File: src/rtl/euler_to_quaternion_zyx_unit_defines.svh
// Assertion macros used by the Euler to quaternion RTL.
// Needs a clock named clk and an active-low reset named arst_n in scope.
`ifndef EULER_TO_QUATERNION_ZYX_UNIT_DEFINES_SVH
`define EULER_TO_QUATERNION_ZYX_UNIT_DEFINES_SVH
`ifndef ASSERT_OFF
`define E2Q_ASSERT(lbl, prop, msg) \
	lbl: assert property (@(posedge clk) disable iff (!arst_n) prop) else $error(msg);
`define E2Q_ASSERT_NEXT(lbl, ante, cons, msg) \
	lbl: assert property (@(posedge clk) disable iff (!arst_n) ante |=> cons) else $error(msg);
`else
`define E2Q_ASSERT(lbl, prop, msg)
`define E2Q_ASSERT_NEXT(lbl, ante, cons, msg)
`endif
`endif

File: src/rtl/e2q_pkg.sv
// Types, constants and the CORDIC angle table for the Euler to quaternion unit.
// No dependencies.
package e2q_pkg;

	localparam int unsigned ANGLE_BITS    = 16;
	localparam int unsigned OUT_FRAC_BITS = 14;
	localparam int unsigned OUT_W         = OUT_FRAC_BITS + 2;
	localparam int unsigned IN_W          = 16;
	localparam int unsigned CORDIC_STEPS  = 32;
	localparam int unsigned CW            = 34;
	localparam int unsigned PW            = 2 * CW;
	localparam int unsigned SUM_W         = PW + 1;
	localparam int unsigned LANES         = 3;
	localparam int unsigned LANE_X        = 0;
	localparam int unsigned LANE_Y        = 1;
	localparam int unsigned LANE_Z        = 2;
	localparam logic signed [CW-1:0] CORDIC_GAIN = CW'(652032874);

	typedef struct packed {
		logic signed [IN_W-1:0] angle_x;
		logic signed [IN_W-1:0] angle_y;
		logic signed [IN_W-1:0] angle_z;
	} angles_t;

	typedef struct packed {
		logic signed [OUT_W-1:0] quat_w;
		logic signed [OUT_W-1:0] quat_x;
		logic signed [OUT_W-1:0] quat_y;
		logic signed [OUT_W-1:0] quat_z;
	} quat_t;

	// One rotation in flight: x ends as cosine, y as sine, z is the residual angle.
	typedef struct packed {
		logic signed [CW-1:0] x;
		logic signed [CW-1:0] y;
		logic signed [CW-1:0] z;
	} lane_t;

	typedef lane_t [LANES-1:0] lanes_t;

	// atan(2^-i) in units of 2^32 per turn.
	function automatic logic signed [CW-1:0] atan_turn(input int unsigned i);
		logic [31:0] v;
		unique case (i)
			0:  v = 32'h20000000;
			1:  v = 32'h12E4051E;
			2:  v = 32'h09FB385B;
			3:  v = 32'h051111D4;
			4:  v = 32'h028B0D43;
			5:  v = 32'h0145D7E1;
			6:  v = 32'h00A2F61E;
			7:  v = 32'h00517C55;
			8:  v = 32'h0028BE53;
			9:  v = 32'h00145F2F;
			10: v = 32'h000A2F98;
			11: v = 32'h000517CC;
			12: v = 32'h00028BE6;
			13: v = 32'h000145F3;
			14: v = 32'h0000A2FA;
			15: v = 32'h0000517D;
			16: v = 32'h000028BE;
			17: v = 32'h0000145F;
			18: v = 32'h00000A30;
			19: v = 32'h00000518;
			20: v = 32'h0000028C;
			21: v = 32'h00000146;
			22: v = 32'h000000A3;
			23: v = 32'h00000051;
			24: v = 32'h00000029;
			25: v = 32'h00000014;
			26: v = 32'h0000000A;
			27: v = 32'h00000005;
			28: v = 32'h00000003;
			29: v = 32'h00000001;
			30: v = 32'h00000001;
			default: v = 32'h00000000;
		endcase
		return $signed({{(CW-32){1'b0}}, v});
	endfunction

endpackage

File: src/rtl/e2q_rot_stage.sv
// One CORDIC rotation step applied to all three angle lanes, registered.
// Depends on e2q_pkg.
module e2q_rot_stage #(
	parameter int unsigned STEP = 0
) (
	input  logic            clk,
	input  logic            arst_n,
	input  logic            en,
	input  logic            valid_in,
	input  e2q_pkg::lanes_t lanes_in,
	output logic            valid_out,
	output e2q_pkg::lanes_t lanes_out
);
	import e2q_pkg::*;

	localparam logic signed [CW-1:0] ATAN = atan_turn(STEP);

	lanes_t lanes_next;
	lanes_t lanes_s1;
	logic   valid_s1;

	always_comb begin
		for (int k = 0; k < LANES; k++) begin
			if (!lanes_in[k].z[CW-1]) begin
				lanes_next[k].x = lanes_in[k].x - (lanes_in[k].y >>> STEP);
				lanes_next[k].y = lanes_in[k].y + (lanes_in[k].x >>> STEP);
				lanes_next[k].z = lanes_in[k].z - ATAN;
			end else begin
				lanes_next[k].x = lanes_in[k].x + (lanes_in[k].y >>> STEP);
				lanes_next[k].y = lanes_in[k].y - (lanes_in[k].x >>> STEP);
				lanes_next[k].z = lanes_in[k].z + ATAN;
			end
		end
	end

	always_ff @(posedge clk or negedge arst_n) begin
		if (!arst_n) begin
			valid_s1 <= 1'b0;
		end else if (en) begin
			valid_s1 <= valid_in;
		end
	end

	always_ff @(posedge clk) begin
		if (en) begin
			lanes_s1 <= lanes_next;
		end
	end

	assign valid_out = valid_s1;
	assign lanes_out = lanes_s1;

endmodule

File: config.mk
export PLATFORM = sky130hd
export DESIGN_NAME = e2q_rot_stage
export DESIGN_NICKNAME = d
export VERILOG_FILES = /design/src/rtl/euler_to_quaternion_zyx_unit_defines.svh /design/src/rtl/e2q_pkg.sv /design/src/rtl/e2q_rot_stage.sv
export SDC_FILE = /design/constraint.sdc
export NUM_CORES = 1
export LEC_CHECK = 0
export BUFFER_PORTS_ARGS = -buffer_cell sky130_fd_sc_hd__buf_4
export CORE_MARGIN = 2
export CORE_UTILIZATION = 40
export DETAILED_ROUTE_END_ITERATION = 7
export PLACE_DENSITY_LB_ADDON = 0.15
export SLEW_MARGIN = 20
export SYNTH_ARGS = -nofsm -noshare
export SYNTH_HDL_FRONTEND = slang
export SYNTH_SLANG_ARGS = --single-unit
File: constraint.sdc
create_clock -name clk -period 1.9 [get_ports clk]
set_input_delay 0.38 -clock clk [delete_from_list [all_inputs] [get_ports clk]]
set_output_delay 0.38 -clock clk [all_outputs]
set_load 0.03 [all_outputs]
Word level (Yosys, flattened, before mapping)
Index checks and enable logic that the tools add are counted.

storage, ports and cells
  register bits after elaboration = 307
  output and inout port bits = 307
  word-level logic and storage cells = 28

operators by class
  $add $sub $neg = 15
  muxes and demuxes = 3

operators by type and width
  cell                                                                   number
  102-bit 2-to-1 mux                                                     3
  34-bit subtractor                                                      6
  34-bit by 31-bit adder with 34-bit output, second input constant       3
  34-bit adder                                                           3
  34-bit by 31-bit subtractor with 34-bit output, second input constant  3

Logic depth before layout (Yosys ltp)
Gate-level depths: netlist of run 1.

  word-level depth = 2
  depth in mapped cells = 13

Least setup slack after synthesis of run 1
No wires, ideal clock.

  kind = in2reg
  start point = in lanes_in[238] (netlist bit)
  end point = reg lanes_s1, in the netlist lanes_out[270], data pin
  arrival time = 2.685 ns
  setup slack = -1.055 ns
  stages = 11
  path through = ha_1 -> fa_1 -> nor2b_1 -> o21ai_0 -> a21oi_1 -> o41ai_2 -> o31ai_1 -> a21oi_1 -> nor2_1 -> a311oi_1 -> xor2_1

RTL lines
  what                    line                 source
  start: declaration      e2q_rot_stage.sv:10  input e2q_pkg::lanes_t lanes_in,
  end signal: assignment  e2q_rot_stage.sv:46  lanes_s1 <= lanes_next;
  end: declaration        e2q_rot_stage.sv:19  lanes_t lanes_s1;

==> run metrics, run 1 <==
Crit Path Max Fanout 3; # IOs 617; grt total ovfl 0; largest area contributor in the netlist edfxtp_1; Vias/cell 5.42; Routed Wire Length 119 mm; Chip Width 263 um; Yosys cell types 89; number of global-route vias before repair 30.8k; initial antenna violation count 3; outcome complete, but fails checks; 1st-iter DRT viols 2,610; max cap viols 0; post-detail-place hpwl 90.8 mm; DR WL/cell 20.8 um; worst slew pin tran 0.647 ns; Worst Slack Setup Final -0.642 ns; clock buffer depth 3; fraction of layout cells with a size suffix above 1 53.3%; Worst Clk Skew 0 ns; Pins Over Slew Limit 0; top post-synthesis cells by area edfxtp_1 34%, ha_1 14%, a21oi_1 6.2%; Post-Syn Area 0.0269 mm^2; H-tree depth 2; list of most frequent post-synthesis cells 335 x a21oi_1, 306 x ha_1, 303 x edfxtp_1; violated checks negative setup slack; register area share after synthesis 33.9%; Post-route DRC 0; worst skew pair latency 0.57 ns; Worst Setup End Kind register; Fillers 4,795; Starting Density 40.3%; IO Port Bufs 616; Nets 5,438; Yosys reg bits 304; WP data arrival 2.87 ns; min Tclk post-route 2.54 ns; largest net degree at the start of global routing 61; Power per Cell Area 683 mW/mm^2; Max Freq 393 MHz; Avg Inst Size Synth 8.91 um^2; HP Class primary input to register; ys async rst share 0.329%; top cell type's share of synthesized area 33.8%; Area growth, synth to finish 83.2%; crit share post-route 134%; die height 263 um; number of enable flip-flop cells after synthesis 303; Leak 22.2 nW; DR pass1 iterations 6; Critical Path RT 2.23 ns; total die area 0.0693 mm^2; Most used DFF post-synth edfxtp_1; GRT Util Overall 32.2%; RSZ-0062 raised after global routing true; first-pass GRT wire length 176 mm; Worst IR Drop VDD 669 uV; total chip power 0.0337 W; Setup Slack @ Placement -1.46 ns; Mapped Cells 3,019; most common cell in the netlist a21oi_1; Sink Count 304; CTS tree built; Core ar. 0.0668 mm^2; CTS buffer count 39; Setup Crit Path Kind primary input to register; syn nets 3,647; clk slew on worst S/H paths 0.06 ns; Placer Congestion 0.973; setup violators final 147; Synth warnings 0; Antenna Nets Post-Route 0; via count 30.9k; Setup crit start kind primary input; root buffer cell clkbuf_16; final hold vios 0; Rows 95; relative slew slack 56.5%
critical path, stage by stage:
cell and delay (ns):
buf_12 0.11, ha_4 0.16, fa_2 0.35, nor2b_4 0.15
o311ai_4 0.26, a311o_1 0.32, nand3b_1 0.20, buf_4 0.19
a311o_1 0.29, a21boi_2 0.21, mux2i_1 0.12, xnor2_1 0.13
cell type report:
| type | instances | area (um^2) | share of cell area (%) |
|---|---|---|---|
| multi-input combinational | 2267 | 21000 | 42.6 |
| timing repair buffer | 1887 | 15400 | 31.3 |
| sequential | 304 | 9120 | 18.5 |
| inverter | 311 | 1340 | 2.72 |
| tap | 873 | 1090 | 2.22 |
| clock buffer | 47 | 1030 | 2.08 |
| clock inverter | 22 | 274 | 0.556 |
| antenna | 1 | 2.50 | 0.00508 |
flip-flops by register name, summed over array words and instances, names as in the netlist:
signal     cells
lanes_out    303
valid_out      1
power by group:
group	switching (W)	total, W	internal, W
Clock	0.00313	0.00770	0.00457
Combinational	0.00910	0.0169	0.00781
Sequential	0.000389	0.00906	0.00867
final timing paths:
check | start | to | slack [ns] | cells past startpoint
setup / recovery | lanes_in[34] | lanes_out[90]$_DFFE_PP_ | -0.64 | 12
hold / removal | lanes_in[229] | lanes_out[229]$_DFFE_PP_ | 0.03 | 1
setup reg to reg | valid_out$_DFFE_PN0P_ | valid_out$_DFFE_PN0P_ | 1.16 | 1
hold reg to reg | valid_out$_DFFE_PN0P_ | valid_out$_DFFE_PN0P_ | 0.51 | 1
max in group asynchronous | arst_n | valid_out$_DFFE_PN0P_ | 1.72 | 2
min in group asynchronous | arst_n | valid_out$_DFFE_PN0P_ | 0.10 | 2
cells in the final DEF, fill, tap and decap left out, types with 20 or more instances in the layout:
cell type	synthesis	routed
nor2_1	265	230
clkbuf_16	0	40
nand2_1	145	116
buf_12	0	28
dlygate4sd3_1	0	87
inv_2	4	27
nor3_1	62	43
buf_4	6	1621
inv_1	299	241
nand3_1	35	29
nor2_2	0	21
o211ai_1	27	27
ha_4	0	70
o21bai_1	59	43
o21ai_1	10	43
o21ai_0	186	86
a21oi_1	335	212
a21o_1	84	84
a21oi_4	0	36
xnor2_1	178	144
nand4_1	30	30
a21oi_2	0	87
o31ai_4	0	22
mux2i_1	44	29
ha_1	306	226
xor2_1	25	25
buf_8	0	20
o21ai_2	0	47
o21ai_4	0	20
nor2b_1	35	21
edfxtp_1	303	303
nand2b_1	34	23
buf_6	0	130
xnor2_2	0	33
metrics by stage:
stage / TNS (ns) / std cells / util [%] / area [um^2] / hold slack [ns]
after floorplan: -71.36 / 3019 / - / 28900 / 0.0844
after global placement: -162.65 / 5412 / 62.7 / 41900 / 0.156
after detailed placement: -165.55 / 5412 / 62.7 / 41900 / 0.157
after CTS: -46.79 / 5686 / 71.0 / 47400 / 0.00281
after global routing: -63.06 / 5712 / 73.8 / 49300 / 0.00344
final: -55.87 / 5712 / 73.8 / 49300 / 0.0318
cells by family (layout without fill, tap and decap cells):
| logic type | Yosys count | in the layout | share of synthesized area, % |
|---|---|---|---|
| flip-flops | 304 | 304 | 33.9 |
| AND/OR/NAND/NOR | 712 | 712 | 12.5 |
| other | 0 | 1 | 0 |
| adder cells (fa/ha/maj) | 318 | 318 | 15.1 |
| multiplexers | 48 | 48 | 1.81 |
| AO/OA/AOI/OAI | 986 | 986 | 23.5 |
| XOR/XNOR | 203 | 203 | 6.61 |
| buffers and inverters | 448 | 2267 | 6.49 |
per-layer routing:
metal  track usage (%)  part of all wire (%)  vias up  routed length, um
li1                  -                     -    14500                  -
met1              40.5                    41    14900              48200
met2              55.4                    48     1297              57300
met3              5.90                   7.3      258               8670
met4              11.0                   3.7        2               4360
met5                 0                 0.011        -                 13
what timing repair did:
action,CTS,global route
buffers inserted,133,61
resized for setup,531,333
hold endpoints to repair,87,0
hold buffers,87,0
gates cloned,1,0
pin swaps,305,264
setup endpoints to repair,142,155
(Power assumes the default switching activity.)
==> inputs of run 2 (changes only) <==
REMOVE_ABC_BUFFERS = 1   (was not set)
==> run metrics, run 2 (same netlist as run 1, synthesis figures left out) <==
clock buffer depth 3; Metal-1 WL 49.6 mm; Critical Path RT 2.25 ns; Leak 22.3 nW; setup TNS -61.75 ns; CP delay by family, top compound AO/OA/AOI/OAI gates; grt total ovfl 0; Routed Wire Length 125 mm; Gate power share 50.5%; number of global-route vias before repair 31.1k; worst skew pair latency 0.59 ns; Seq pwr share 26.9%; Core ar. 0.0668 mm^2; setup violators final 148; max cap viols 0; GRT Util Overall 33.3%; outcome complete, but fails checks; Starting Density 40.3%; Hold WS 0.0535 ns; Rows 95; CP max stage delay 0.30 ns; CTS tree built; min Tclk post-route 2.59 ns; CTS buffer count 39; first-pass GRT wire length 181 mm; initial antenna violation count 16; worst slew pin tran 0.879 ns; total die area 0.0693 mm^2; Sink Count 304; internal power 0.0208 W; Pins Over Slew Limit 0; Antenna Nets Post-Route 0; Fillers 4,634; WL met3 9.67 mm; Worst Slack Setup Final -0.692 ns; HP Class primary input to register; WP data arrival 2.94 ns; largest net degree at the start of global routing 72; CP max stage cell a211oi_2; WL met2 60.2 mm; RSZ-0062 raised after global routing true; Worst Clk Skew 0 ns; most common cell after layout, fill and taps aside buf_4; Nets 5,461; Placer Congestion 0.974; Vias/cell 5.48; DR pass1 iterations 5; Post-route DRC 0; # IOs 617; crit-path cells buf_8, inv_4, ha_4, buf_6, buf_6, nor4_4, o21ai_1, a21oi_2, buf_4, o31ai_4, a211oi_2, nor2_1, buf_4, o31a_1, o31ai_2, xnor2_1; Crit Path Max Fanout 5; via count 31.5k; Max Freq 386 MHz; most frequent cells in the layout 1,609 x buf_4, 303 x edfxtp_1, 255 x inv_1, 226 x nor2_1, 224 x ha_1; WP buf/inv 6; 1st-iter DRT viols 2,407; root buffer cell clkbuf_16; violated checks negative setup slack; clock power share 22.6%; IO Port Bufs 616; Sw Share 38.4%; Setup crit start kind primary input; Area growth, synth to finish 84.4%; Setup Crit Path Kind primary input to register; Chip Width 263 um; fraction of layout cells with a size suffix above 1 53.6%; clk slew on worst S/H paths 0.06 ns; Worst Setup End Kind register; DR WL/cell 21.7 um; Net Switching 0.0129 W; H-tree depth 2; crit share post-route 136%; number of flip-flops in the largest register 303; final hold vios 0; die height 263 um; relative slew slack 40.9%; post-detail-place hpwl 88.7 mm; Power per Cell Area 680 mW/mm^2; Max Used Layer met5; Worst IR Drop VDD 629 uV
-- run 2: what timing repair did --
| item | in CTS | in global routing |
|---|---|---|
| cloned | 0 | 0 |
| pin swaps | 378 | 325 |
| setup buffers | 130 | 86 |
| resized for setup | 940 | 395 |
| endpoints found under the setup margin | 154 | 158 |
| hold buffers | 89 | 0 |
| hold endpoints to repair | 89 | 0 |
-- run 2: final timing paths --
| kind | startpoint | slack, ns | endpoint | cells after the start |
|---|---|---|---|---|
| max reg2reg | valid_out$_DFFE_PN0P_ | 1.13 | valid_out$_DFFE_PN0P_ | 1 |
| min reg2reg | valid_out$_DFFE_PN0P_ | 0.55 | valid_out$_DFFE_PN0P_ | 1 |
| max | lanes_in[244] | -0.69 | lanes_out[302]$_DFFE_PP_ | 16 |
| max in group asynchronous | arst_n | 1.68 | valid_out$_DFFE_PN0P_ | 2 |
| min in group asynchronous | arst_n | 0.13 | valid_out$_DFFE_PN0P_ | 2 |
| min | lanes_in[233] | 0.05 | lanes_out[233]$_DFFE_PP_ | 2 |
-- run 2: per-stage QoR --
step / utilization [%] / instances / area, um^2 / setup WS (ns) / power (W)
detailed placement: 60.1 / 5424 / 40100 / -1.63 / 0.0224
CTS: 70.8 / 5685 / 47300 / -0.649 / 0.0322
floorplan: - / 2882 / 26300 / -1.19 / 0.0156
global route: 74.2 / 5743 / 49600 / -0.728 / 0.0349
finish: 74.2 / 5747 / 49600 / -0.692 / 0.0337
global placement: 60.1 / 5424 / 40100 / -1.57 / 0.0223
-- run 2: final cells by class --
| cell class | instances | area, um^2 | area share [%] |
|---|---|---|---|
| multi-input cells | 2267 | 21100 | 42.6 |
| repair buffers | 1910 | 15700 | 31.6 |
| flip-flops and latches | 304 | 9120 | 18.4 |
| inverters | 311 | 1230 | 2.49 |
| well taps | 873 | 1090 | 2.20 |
| clock buffers | 48 | 1010 | 2.04 |
| clock inverters | 23 | 256 | 0.517 |
| diodes | 11 | 27.5 | 0.0555 |
-- run 2: power by group through the flow --
stage,clock network [W],logic [W],registers (W)
floorplan,0,0.00451,0.0110
detailed placement,0,0.0132,0.00914
global placement,0,0.0132,0.00913
finish,0.00763,0.0170,0.00905
CTS,0.00770,0.0155,0.00903
global route,0.00797,0.0178,0.00913
-- run 2: metal layers --
metal	up-vias	global-route usage (%)
met3	329	6.80
met1	15200	42.1
met4	10	12.5
li1	14500	-
met5	-	0
met2	1393	56.0
