<file path="config.mk">
export PLATFORM = sky130hd
export DESIGN_NAME = e2q_skid
export DESIGN_NICKNAME = d
export VERILOG_FILES = /design/src/rtl/e2q_pkg.sv /design/src/rtl/e2q_skid.sv
export VERILOG_INCLUDE_DIRS = /design/src /design/src/rtl
export SDC_FILE = /design/constraint.sdc
export NUM_CORES = 1
export LEC_CHECK = 0
export ABC_AREA = 1
export BUFFER_PORTS_ARGS = -buffer_cell sky130_fd_sc_hd__buf_2
export CORE_ASPECT_RATIO = 0.7
export CORE_MARGIN = 2
export CORE_UTILIZATION = 38
export DETAILED_ROUTE_END_ITERATION = 7
export SLEW_MARGIN = 20
export SYNTH_ARGS = -nofsm -noshare
export SYNTH_HDL_FRONTEND = slang
export SYNTH_SLANG_ARGS = --single-unit
</file>
<file path="constraint.sdc">
create_clock -name clk -period 5.8 [get_ports clk]
set_input_delay 0 -clock clk [delete_from_list [all_inputs] [get_ports clk]]
set_output_delay 0 -clock clk [all_outputs]
set_load 0.05 [all_outputs]
</file>
<file path="src/rtl/euler_to_quaternion_zyx_unit_defines.svh">
// Assertion macros used by the Euler to quaternion RTL.
// Needs a clock named clk and an active-low reset named arst_n in scope.
`ifndef EULER_TO_QUATERNION_ZYX_UNIT_DEFINES_SVH
`define EULER_TO_QUATERNION_ZYX_UNIT_DEFINES_SVH
`ifndef ASSERT_OFF
`define E2Q_ASSERT(lbl, prop, msg) \
	lbl: assert property (@(posedge clk) disable iff (!arst_n) prop) else $error(msg);
`define E2Q_ASSERT_NEXT(lbl, ante, cons, msg) \
	lbl: assert property (@(posedge clk) disable iff (!arst_n) ante |=> cons) else $error(msg);
`else
`define E2Q_ASSERT(lbl, prop, msg)
`define E2Q_ASSERT_NEXT(lbl, ante, cons, msg)
`endif
`endif

</file>
<file path="src/rtl/e2q_pkg.sv">
// Types, constants and the CORDIC angle table for the Euler to quaternion unit.
// No dependencies.
package e2q_pkg;

	localparam int unsigned ANGLE_BITS    = 16;
	localparam int unsigned OUT_FRAC_BITS = 14;
	localparam int unsigned OUT_W         = OUT_FRAC_BITS + 2;
	localparam int unsigned IN_W          = 16;
	localparam int unsigned CORDIC_STEPS  = 32;
	localparam int unsigned CW            = 34;
	localparam int unsigned PW            = 2 * CW;
	localparam int unsigned SUM_W         = PW + 1;
	localparam int unsigned LANES         = 3;
	localparam int unsigned LANE_X        = 0;
	localparam int unsigned LANE_Y        = 1;
	localparam int unsigned LANE_Z        = 2;
	localparam logic signed [CW-1:0] CORDIC_GAIN = CW'(652032874);

	typedef struct packed {
		logic signed [IN_W-1:0] angle_x;
		logic signed [IN_W-1:0] angle_y;
		logic signed [IN_W-1:0] angle_z;
	} angles_t;

	typedef struct packed {
		logic signed [OUT_W-1:0] quat_w;
		logic signed [OUT_W-1:0] quat_x;
		logic signed [OUT_W-1:0] quat_y;
		logic signed [OUT_W-1:0] quat_z;
	} quat_t;

	// One rotation in flight: x ends as cosine, y as sine, z is the residual angle.
	typedef struct packed {
		logic signed [CW-1:0] x;
		logic signed [CW-1:0] y;
		logic signed [CW-1:0] z;
	} lane_t;

	typedef lane_t [LANES-1:0] lanes_t;

	// atan(2^-i) in units of 2^32 per turn.
	function automatic logic signed [CW-1:0] atan_turn(input int unsigned i);
		logic [31:0] v;
		unique case (i)
			0:  v = 32'h20000000;
			1:  v = 32'h12E4051E;
			2:  v = 32'h09FB385B;
			3:  v = 32'h051111D4;
			4:  v = 32'h028B0D43;
			5:  v = 32'h0145D7E1;
			6:  v = 32'h00A2F61E;
			7:  v = 32'h00517C55;
			8:  v = 32'h0028BE53;
			9:  v = 32'h00145F2F;
			10: v = 32'h000A2F98;
			11: v = 32'h000517CC;
			12: v = 32'h00028BE6;
			13: v = 32'h000145F3;
			14: v = 32'h0000A2FA;
			15: v = 32'h0000517D;
			16: v = 32'h000028BE;
			17: v = 32'h0000145F;
			18: v = 32'h00000A30;
			19: v = 32'h00000518;
			20: v = 32'h0000028C;
			21: v = 32'h00000146;
			22: v = 32'h000000A3;
			23: v = 32'h00000051;
			24: v = 32'h00000029;
			25: v = 32'h00000014;
			26: v = 32'h0000000A;
			27: v = 32'h00000005;
			28: v = 32'h00000003;
			29: v = 32'h00000001;
			30: v = 32'h00000001;
			default: v = 32'h00000000;
		endcase
		return $signed({{(CW-32){1'b0}}, v});
	endfunction

endpackage

</file>
<file path="src/rtl/e2q_skid.sv">
// Output register with one skid entry; decides when the pipeline may advance.
// Depends on e2q_pkg and the assertion macro header.
`include "euler_to_quaternion_zyx_unit_defines.svh"
module e2q_skid (
	input  logic           clk,
	input  logic           arst_n,
	input  logic           item_valid,
	input  e2q_pkg::quat_t item,
	output logic           pipe_en,
	output logic           quat_valid,
	input  logic           quat_stall,
	output e2q_pkg::quat_t quat
);
	import e2q_pkg::*;

	quat_t out_q, skid_q;
	logic  out_valid_q, skid_valid_q;
	logic  leave, free;

	assign pipe_en = !skid_valid_q;
	assign leave   = item_valid && pipe_en;
	assign free    = !out_valid_q || !quat_stall;

	always_ff @(posedge clk or negedge arst_n) begin
		if (!arst_n) begin
			out_valid_q  <= 1'b0;
			skid_valid_q <= 1'b0;
		end else if (free) begin
			out_valid_q  <= skid_valid_q || leave;
			skid_valid_q <= 1'b0;
		end else if (leave) begin
			skid_valid_q <= 1'b1;
		end
	end

	always_ff @(posedge clk) begin
		if (free) begin
			out_q <= skid_valid_q ? skid_q : item;
		end else if (leave) begin
			skid_q <= item;
		end
	end

	assign quat_valid = out_valid_q;
	assign quat       = out_q;

	`E2Q_ASSERT(a_skid_needs_out, skid_valid_q |-> out_valid_q, "skid entry without output")
	`E2Q_ASSERT_NEXT(a_skid_fill, out_valid_q && quat_stall && leave, skid_valid_q, "item lost")
	`E2Q_ASSERT_NEXT(a_skid_drain, skid_valid_q && !quat_stall, !skid_valid_q, "skid stuck")

endmodule

</file>
---- Word level (Yosys, flattened, before mapping) ----
Index checks and enable logic that the tools add are counted.
word-level totals
  register bits ........................... 130
  output and inout bits ................... 66
  word-level logic and storage cells ...... 22
cells by class
  multiplexer cells ....................... 3
  bitwise operators ....................... 1
  reductions and logical operators ........ 8
operators by type and width
  kind               count
  $mux 64            1
  $logic_not 1->1    3
  $logic_or 1x1->1   2
  $mux 1             2
  $reduce_and 2->1   1
  $reduce_bool 2->1  1
  $logic_and 1x1->1  1
  $not 1->1          1

---- Logic depth before layout (Yosys ltp) ----
Gate-level depths: netlist of the first run.
  depth after elaboration ................. 4
  gate-level depth with buffers ........... 5
  depth with buffers taken out ............ 3

---- Worst setup path after synthesis of the first run ----
OpenSTA, ideal clock, no wires.
  path type ............................... register to register
  start ................................... register out_valid_q (netlist: quat_valid)
  end ..................................... register skid_q[0] in the netlist's numbering (enable)
  library setup time ...................... 0.487 ns
  arrival time ............................ 5.080 ns
  data required time ...................... 5.313 ns
  path slack .............................. 0.233 ns
  cell stages (with the launch flop) ...... 3
  path buffers ............................ 0
  clock period less this slack ............ 5.567 ns
  cells stage by stage .................... dfrtp_1 nand2_1 nor2_1
between the ends
  longest elaborated chain between the ends .. 4
ends and longest elaborated chain
  element                            RTL line        text
  from (decl)                        e2q_skid.sv:17  logic out_valid_q, skid_valid_q;
  from (signal assigned)             e2q_skid.sv:29  out_valid_q <= skid_valid_q || leave;
  $logic_not 1->1                    e2q_skid.sv:22  assign free = !out_valid_q || !quat_stall;
  $logic_or 1x1->1                   e2q_skid.sv:22
  via free                           e2q_skid.sv:18  logic leave, free;
  $not 1->1 (no source line)         -
  $reduce_and 2->1 (no source line)  -
  to (signal assigned)               e2q_skid.sv:40  skid_q <= item;
  to (decl)                          e2q_skid.sv:16  quat_t out_q, skid_q;
The timed path passes the listed nets, and every way through them passes these cells.
A chain may end at the register's enable or synchronous reset.

---- Worst setup path in the final report of the first run ----
  start ................................... register skid_valid_q
  end ..................................... register skid_q[42] in the netlist's numbering (enable)
between the ends
  longest elaborated chain between the ends .. 3
ends and longest elaborated chain
  element                            RTL line        text
  from (decl)                        e2q_skid.sv:17
  from (signal assigned)             e2q_skid.sv:27  skid_valid_q <= 1'b0;
  from (signal assigned)             e2q_skid.sv:30  skid_valid_q <= 1'b0;
  from (signal assigned)             e2q_skid.sv:32  skid_valid_q <= 1'b1;
  $logic_not 1->1                    e2q_skid.sv:20  assign pipe_en = !skid_valid_q;
  $logic_and 1x1->1                  e2q_skid.sv:21  assign leave = item_valid && pipe_en;
  $reduce_and 2->1 (no source line)  -
Every way passes these cells.

==> results.py, run 1 <==
metrics = {
    "cts": {
        "cts.clk_slew.worst_paths_ns": 0.06,
        "clk_path_buf_depth": 2,
        "cts_buffers": 17,
        "cts_sinks": 130,
        "cts_setup_buffers": 0,
        "cts_tree": "built",
        "cts_resized": 0,
        "clk_latency_ns": 0.41,
        "clockRootBuffer": "clkbuf_16",
        "ctsHtreeMaxLevel": 4,
    },
    "die": {
        "die_h_um": 97.6,
        "rows": 34,
        "ios": 134,
        "die_w_um": 138,
        "dieArea_sq_um": 13400,
        "core-area_sq_um": 12300,
        "initial_utilization": 0.387,
    },
    "worst_setup_path": {
        "worstSetupEndpointType": "flop",
        "critPathMaxStageDelay_ns": 0.74,
        "path_max_fanout": 66,
        "worstSetupPathType": "flop to flop",
        "arrival_ns": 3.26,
        "crit_path_top_delay_cell": "dfrtp_4",
        "critPathRequiredTime_ns": 5.85,
        "cp_cell_sequence": "clkinv_2, nand2_1, nor2_4, buf_4",
        "path_buf_inv": 2,
        "path_delay_family": "buffers and inverters",
        "cp-start-kind": "flop",
    },
    "layout": {
        "final_nets": 617,
        "final_layout_size_suffix_gt1_frac": 0.296,
        "layout_common_cells": "nand2_1, buf_2, edfxtp_1, dlygate4sd3_1, clkbuf_16",
        "syn_to_final_growth_pct": 42.2,
        "utilization": 0.550,
        "n_antenna_cell": 0,
        "nFillCells": 1075,
        "layout_commonest_cell": "nand2_1",
        "fin_area_sq_um": 6760,
    },
    "pwr": {
        "swShare": 0.268,
        "vdd_drop_max_mv": 0.213,
        "pwr-share-seq": 0.457,
        "switchingPower_uw": 672,
        "p_leak_nw": 2.91,
        "internal_power_mw": 1.84,
        "fin_total_pwr_mw": 2.51,
        "clkPwrFrac": 0.398,
        "powerDensity_nw_per_um2": 372,
        "combPwrFrac": 0.145,
    },
    "sta": {
        "setup-tns-final_ns": 0,
        "hold_viol_final": 0,
        "tightestPinTransition_ns": 0.932,
        "clock_skew_ns": 0.00551,
        "fmax_mhz": 311,
        "rsz0062_at_grt": "no",
        "period_minus_slack_ns": 3.22,
        "slew_viol_final": 0,
        "hold_slack_ns": 0.306,
        "finalCritPeriodShare": 0.555,
        "setup_violations": 0,
        "slew_headroom": 0.379,
    },
    "global_routing": {
        "grt_start_max_net_pins": 68,
        "gr-usage-all-layers": 0.160,
        "overflow": 0,
        "antenna_found_initial": 0,
        "first_global_vias": 3056,
        "grt_pass1_wl_um": 15600,
    },
    "placement": {
        "gp_congestion": 0.731,
        "dpl_cell_area_sq_um": 5530,
        "place_hpwl_um": 6310,
        "port_buffers": 133,
    },
    "drt": {
        "drt_first_pass_iters": 5,
        "antenna_left": 0,
        "vias": 3114,
        "via_per_inst": 4.31,
        "drt-total-wl_um": 10300,
        "drc": 0,
        "drtIter0Drc": 223,
        "routedWlPerCell_um": 14.3,
    },
    "synthesis": {
        "synth_cells": 343,
        "avgSynthCellArea_sq_um": 13.9,
        "synth_area_sq_um": 4750,
        "synth_top_area_cell": "edfxtp_1",
        "syn-num-nets": 411,
        "synth_area_leaders": "edfxtp_1, nand2_1, buf_4, dfrtp_1, buf_6",
        "synth_top_area_share": 0.809,
        "yosys_warnings": 0,
        "ys_ff_latch": 130,
        "synth_cell_types": 8,
        "ys_seq_area_frac": 0.819,
    },
    "worst_hold_path": {
        "hold_path_class": "primary input to flop",
    },
    "job": {
        "drv_cap": 0,
    },
    "status": {
        "status": "completed",
    },
}
## power by group through the flow
| stage | registers [mW] | logic [mW] | clock network (mW) |
|---|---|---|---|
| 6_report | 1.15 | 0.364 | 0.999 |
| 5_1_grt | 1.16 | 0.389 | 1.05 |
| 4_1_cts | 1.15 | 0.369 | 1.02 |
| 3_5_place_dp | 1.17 | 0.333 | 0 |
| 3_3_place_gp | 1.17 | 0.329 | 0 |
| 2_1_floorplan | 1.33 | 0.0794 | 0 |
## sequential cells by signal, indices dropped and copies added, names as in the netlist
name / cells
quat: 64
skid_q: 64
quat_valid: 1
skid_valid_q: 1
## metrics by stage
step,cells,setup WS [ns]
3_3_place_gp,625,2.22
3_5_place_dp,625,2.13
4_1_cts,723,2.12
2_1_floorplan,343,0.233
6_report,723,2.58
5_1_grt,723,2.30
## layer usage
metal / GRT usage / vias up / routed length (um)
li1: - / 1577 / -
met1: 0.226 / 1402 / 4860
met2: 0.227 / 119 / 4490
met3: 0.0438 / 16 / 779
met4: 0.0785 / 0 / 176
met5: 0 / - / 0
## logic make-up (layout without fill, tap and decap cells)
family                 Yosys count  in the layout  share of synthesized area
flip-flops                     130            130                      0.819
buffers and inverters           15            233                     0.0245
AND/OR/NAND/NOR                198            198                      0.156
## synthesized netlist by cell type
master and n:
nor2_1 3, inv_2 1, buf_6 4, nand2_1 195, buf_4 7, buf_2 3
dfrtp_1 2, edfxtp_1 128
## worst register-to-register path, stage by stage, from the launching register on
cell and delay, ns:
dfrtp_4 0.74, clkinv_2 0.73, nand2_1 0.20, nor2_4 0.57, buf_4 0.56
## final timing paths
check / startpoint / slack [ns] / cells past startpoint / to
worst max-delay path: skid_valid_q$_DFFE_PN0P_ / 2.58 / 4 / skid_q[42]$_DFFE_PP_
worst min-delay path: item[27] / 0.31 / 2 / skid_q[27]$_DFFE_PP_
worst max register to register: skid_valid_q$_DFFE_PN0P_ / 2.58 / 4 / skid_q[42]$_DFFE_PP_
worst min register to register: skid_q[45]$_DFFE_PP_ / 0.52 / 2 / quat[45]$_DFFE_PP_
max in group asynchronous: arst_n / 5.20 / 3 / skid_valid_q$_DFFE_PN0P_
min in group asynchronous: arst_n / 0.46 / 3 / quat_valid$_DFFE_PN0P_
## repair_timing
item | 4_1_cts | 5_1_grt
hold buffers | 67 | 0
endpoints found under the setup margin | 0 | 0
hold endpoints to repair | 132 | 0
## final cells by class
type                       instances  area (sq um)  area share
inverter                           1          5.00    0.000741
clock inverter                    12           118      0.0174
tap                              162           203      0.0300
sequential                       130          3900       0.577
timing repair buffer             201          1340       0.199
multi-input combinational        198           758       0.112
clock buffer                      19           433      0.0641
(Power assumes the default switching activity.)
==> run 2: changes to the inputs <==
Clock period 5.8 ns to 3 ns, I/O delays scaled along.
==> results.py, run 2 (synthesis results as in run 1) <==
metrics = {
    "layout": {
        "n_antenna_cell": 0,
        "utilization": 0.554,
        "syn_to_final_growth_pct": 43.4,
        "fin_area_sq_um": 6810,
        "final_nets": 621,
        "final_layout_size_suffix_gt1_frac": 0.291,
        "layout_common_cells": "nand2_1, buf_2, edfxtp_1, dlygate4sd3_1, clkbuf_16",
        "layout_commonest_cell": "nand2_1",
    },
    "cts": {
        "cts_buffers": 17,
        "clockRootBuffer": "clkbuf_16",
        "cts.clk_slew.worst_paths_ns": 0.05,
        "clk_latency_ns": 0.40,
        "clk_path_buf_depth": 2,
        "cts_resized": 0,
        "ctsHtreeMaxLevel": 4,
        "cts_sinks": 130,
        "cts_tree": "built",
    },
    "worst_setup_path": {
        "cp_cell_sequence": "inv_2, buf_4, buf_2",
        "cp-start-kind": "flop",
        "crit_path_top_delay_cell": "buf_4",
        "worstSetupPathType": "flop to output pin",
        "worstSetupEndpointType": "output pin",
        "critPathMaxStageDelay_ns": 0.54,
        "critPathRequiredTime_ns": 3.00,
        "path_max_fanout": 65,
        "arrival_ns": 1.80,
    },
    "placement": {
        "dpl_cell_area_sq_um": 5560,
        "gp_congestion": 0.733,
        "port_buffers": 133,
        "place_hpwl_um": 5920,
    },
    "sta": {
        "fmax_mhz": 556,
        "period_minus_slack_ns": 1.80,
        "tightestPinTransition_ns": 0.879,
        "slew_headroom": 0.414,
        "hold_slack_ns": 0.0262,
        "finalCritPeriodShare": 0.600,
        "slew_viol_final": 0,
        "setup_violations": 0,
        "setup-tns-final_ns": 0,
        "rsz0062_at_grt": "no",
        "clock_skew_ns": 0.00963,
        "hold_viol_final": 0,
    },
    "job": {
        "drv_cap": 0,
    },
    "pwr": {
        "powerDensity_nw_per_um2": 732,
        "p_leak_nw": 2.94,
        "vdd_drop_max_mv": 0.378,
        "fin_total_pwr_mw": 4.99,
    },
    "drt": {
        "vias": 3246,
        "routedWlPerCell_um": 13.9,
        "via_per_inst": 4.47,
        "drtIter0Drc": 173,
        "antenna_left": 0,
        "drc": 0,
        "drt-total-wl_um": 10100,
        "drt_first_pass_iters": 4,
    },
    "die": {
        "rows": 34,
        "dieArea_sq_um": 13400,
        "initial_utilization": 0.387,
        "core-area_sq_um": 12300,
        "die_w_um": 138,
        "die_h_um": 97.6,
        "ios": 134,
    },
    "worst_hold_path": {
        "hold_path_class": "primary input to flop",
    },
    "global_routing": {
        "gr-usage-all-layers": 0.156,
        "overflow": 0,
        "first_global_vias": 3204,
        "grt_pass1_wl_um": 15600,
        "grt_start_max_net_pins": 67,
        "antenna_found_initial": 0,
    },
    "status": {
        "status": "completed",
    },
}
[run 2: through the flow]
stage / cells / worst slack [ns]
finish: 726 / 1.20
global route: 726 / 1.09
CTS: 726 / 1.17
detailed placement: 629 / 1.32
global placement: 629 / 1.35
floorplan: 343 / 0.341
[run 2: final timing paths]
path / from / end / slack, ns / cells past startpoint
setup / recovery: skid_valid_q$_DFFE_PN0P_ / pipe_en / 1.20 / 3
hold / removal: quat_stall / skid_q[3]$_DFFE_PP_ / 0.03 / 3
setup reg to reg: skid_valid_q$_DFFE_PN0P_ / skid_q[61]$_DFFE_PP_ / 1.34 / 4
hold reg to reg: skid_q[50]$_DFFE_PP_ / quat[50]$_DFFE_PP_ / 0.51 / 2
max in group asynchronous: arst_n / skid_valid_q$_DFFE_PN0P_ / 2.39 / 3
min in group asynchronous: arst_n / quat_valid$_DFFE_PN0P_ / 0.47 / 3
[run 2: cell type report]
type	instances	area (sq um)
Clock buffer	22	444
Tap cell	162	203
Multi-Input combinational cell	198	758
Sequential cell	130	3890
Clock inverter	8	136
Fill cell	1035	5480
Inverter	1	3.75
Timing Repair Buffer	205	1370
[run 2: what timing repair did]
item | in CTS | in global routing
setup buffers | 0 | 0
setup endpoints to repair | 0 | 0
hold buffers | 67 | 0
hold endpoints to repair | 132 | 0
[run 2: worst max-delay path, delay by kind of cell (launching register included)]
| kind | cells | cell delay, ns |
|---|---|---|
| DFF | 1 | 0.40 |
| buffers and inverters | 3 | 0.98 |
[run 2: power by group]
part | internal (mW) | total [mW] | switching [mW]
clock network | 1.37 | 2.05 | 0.683
logic | 0.192 | 0.727 | 0.535
registers | 2.17 | 2.21 | 0.0393
total | 3.73 | 4.99 | 1.26
[run 2: layer usage]
metal / GRT usage / wire (um)
met3: 0.0501 / 669
met5: 0 / 0
met4: 0.0698 / 198
met1: 0.210 / 4810
met2: 0.230 / 4400
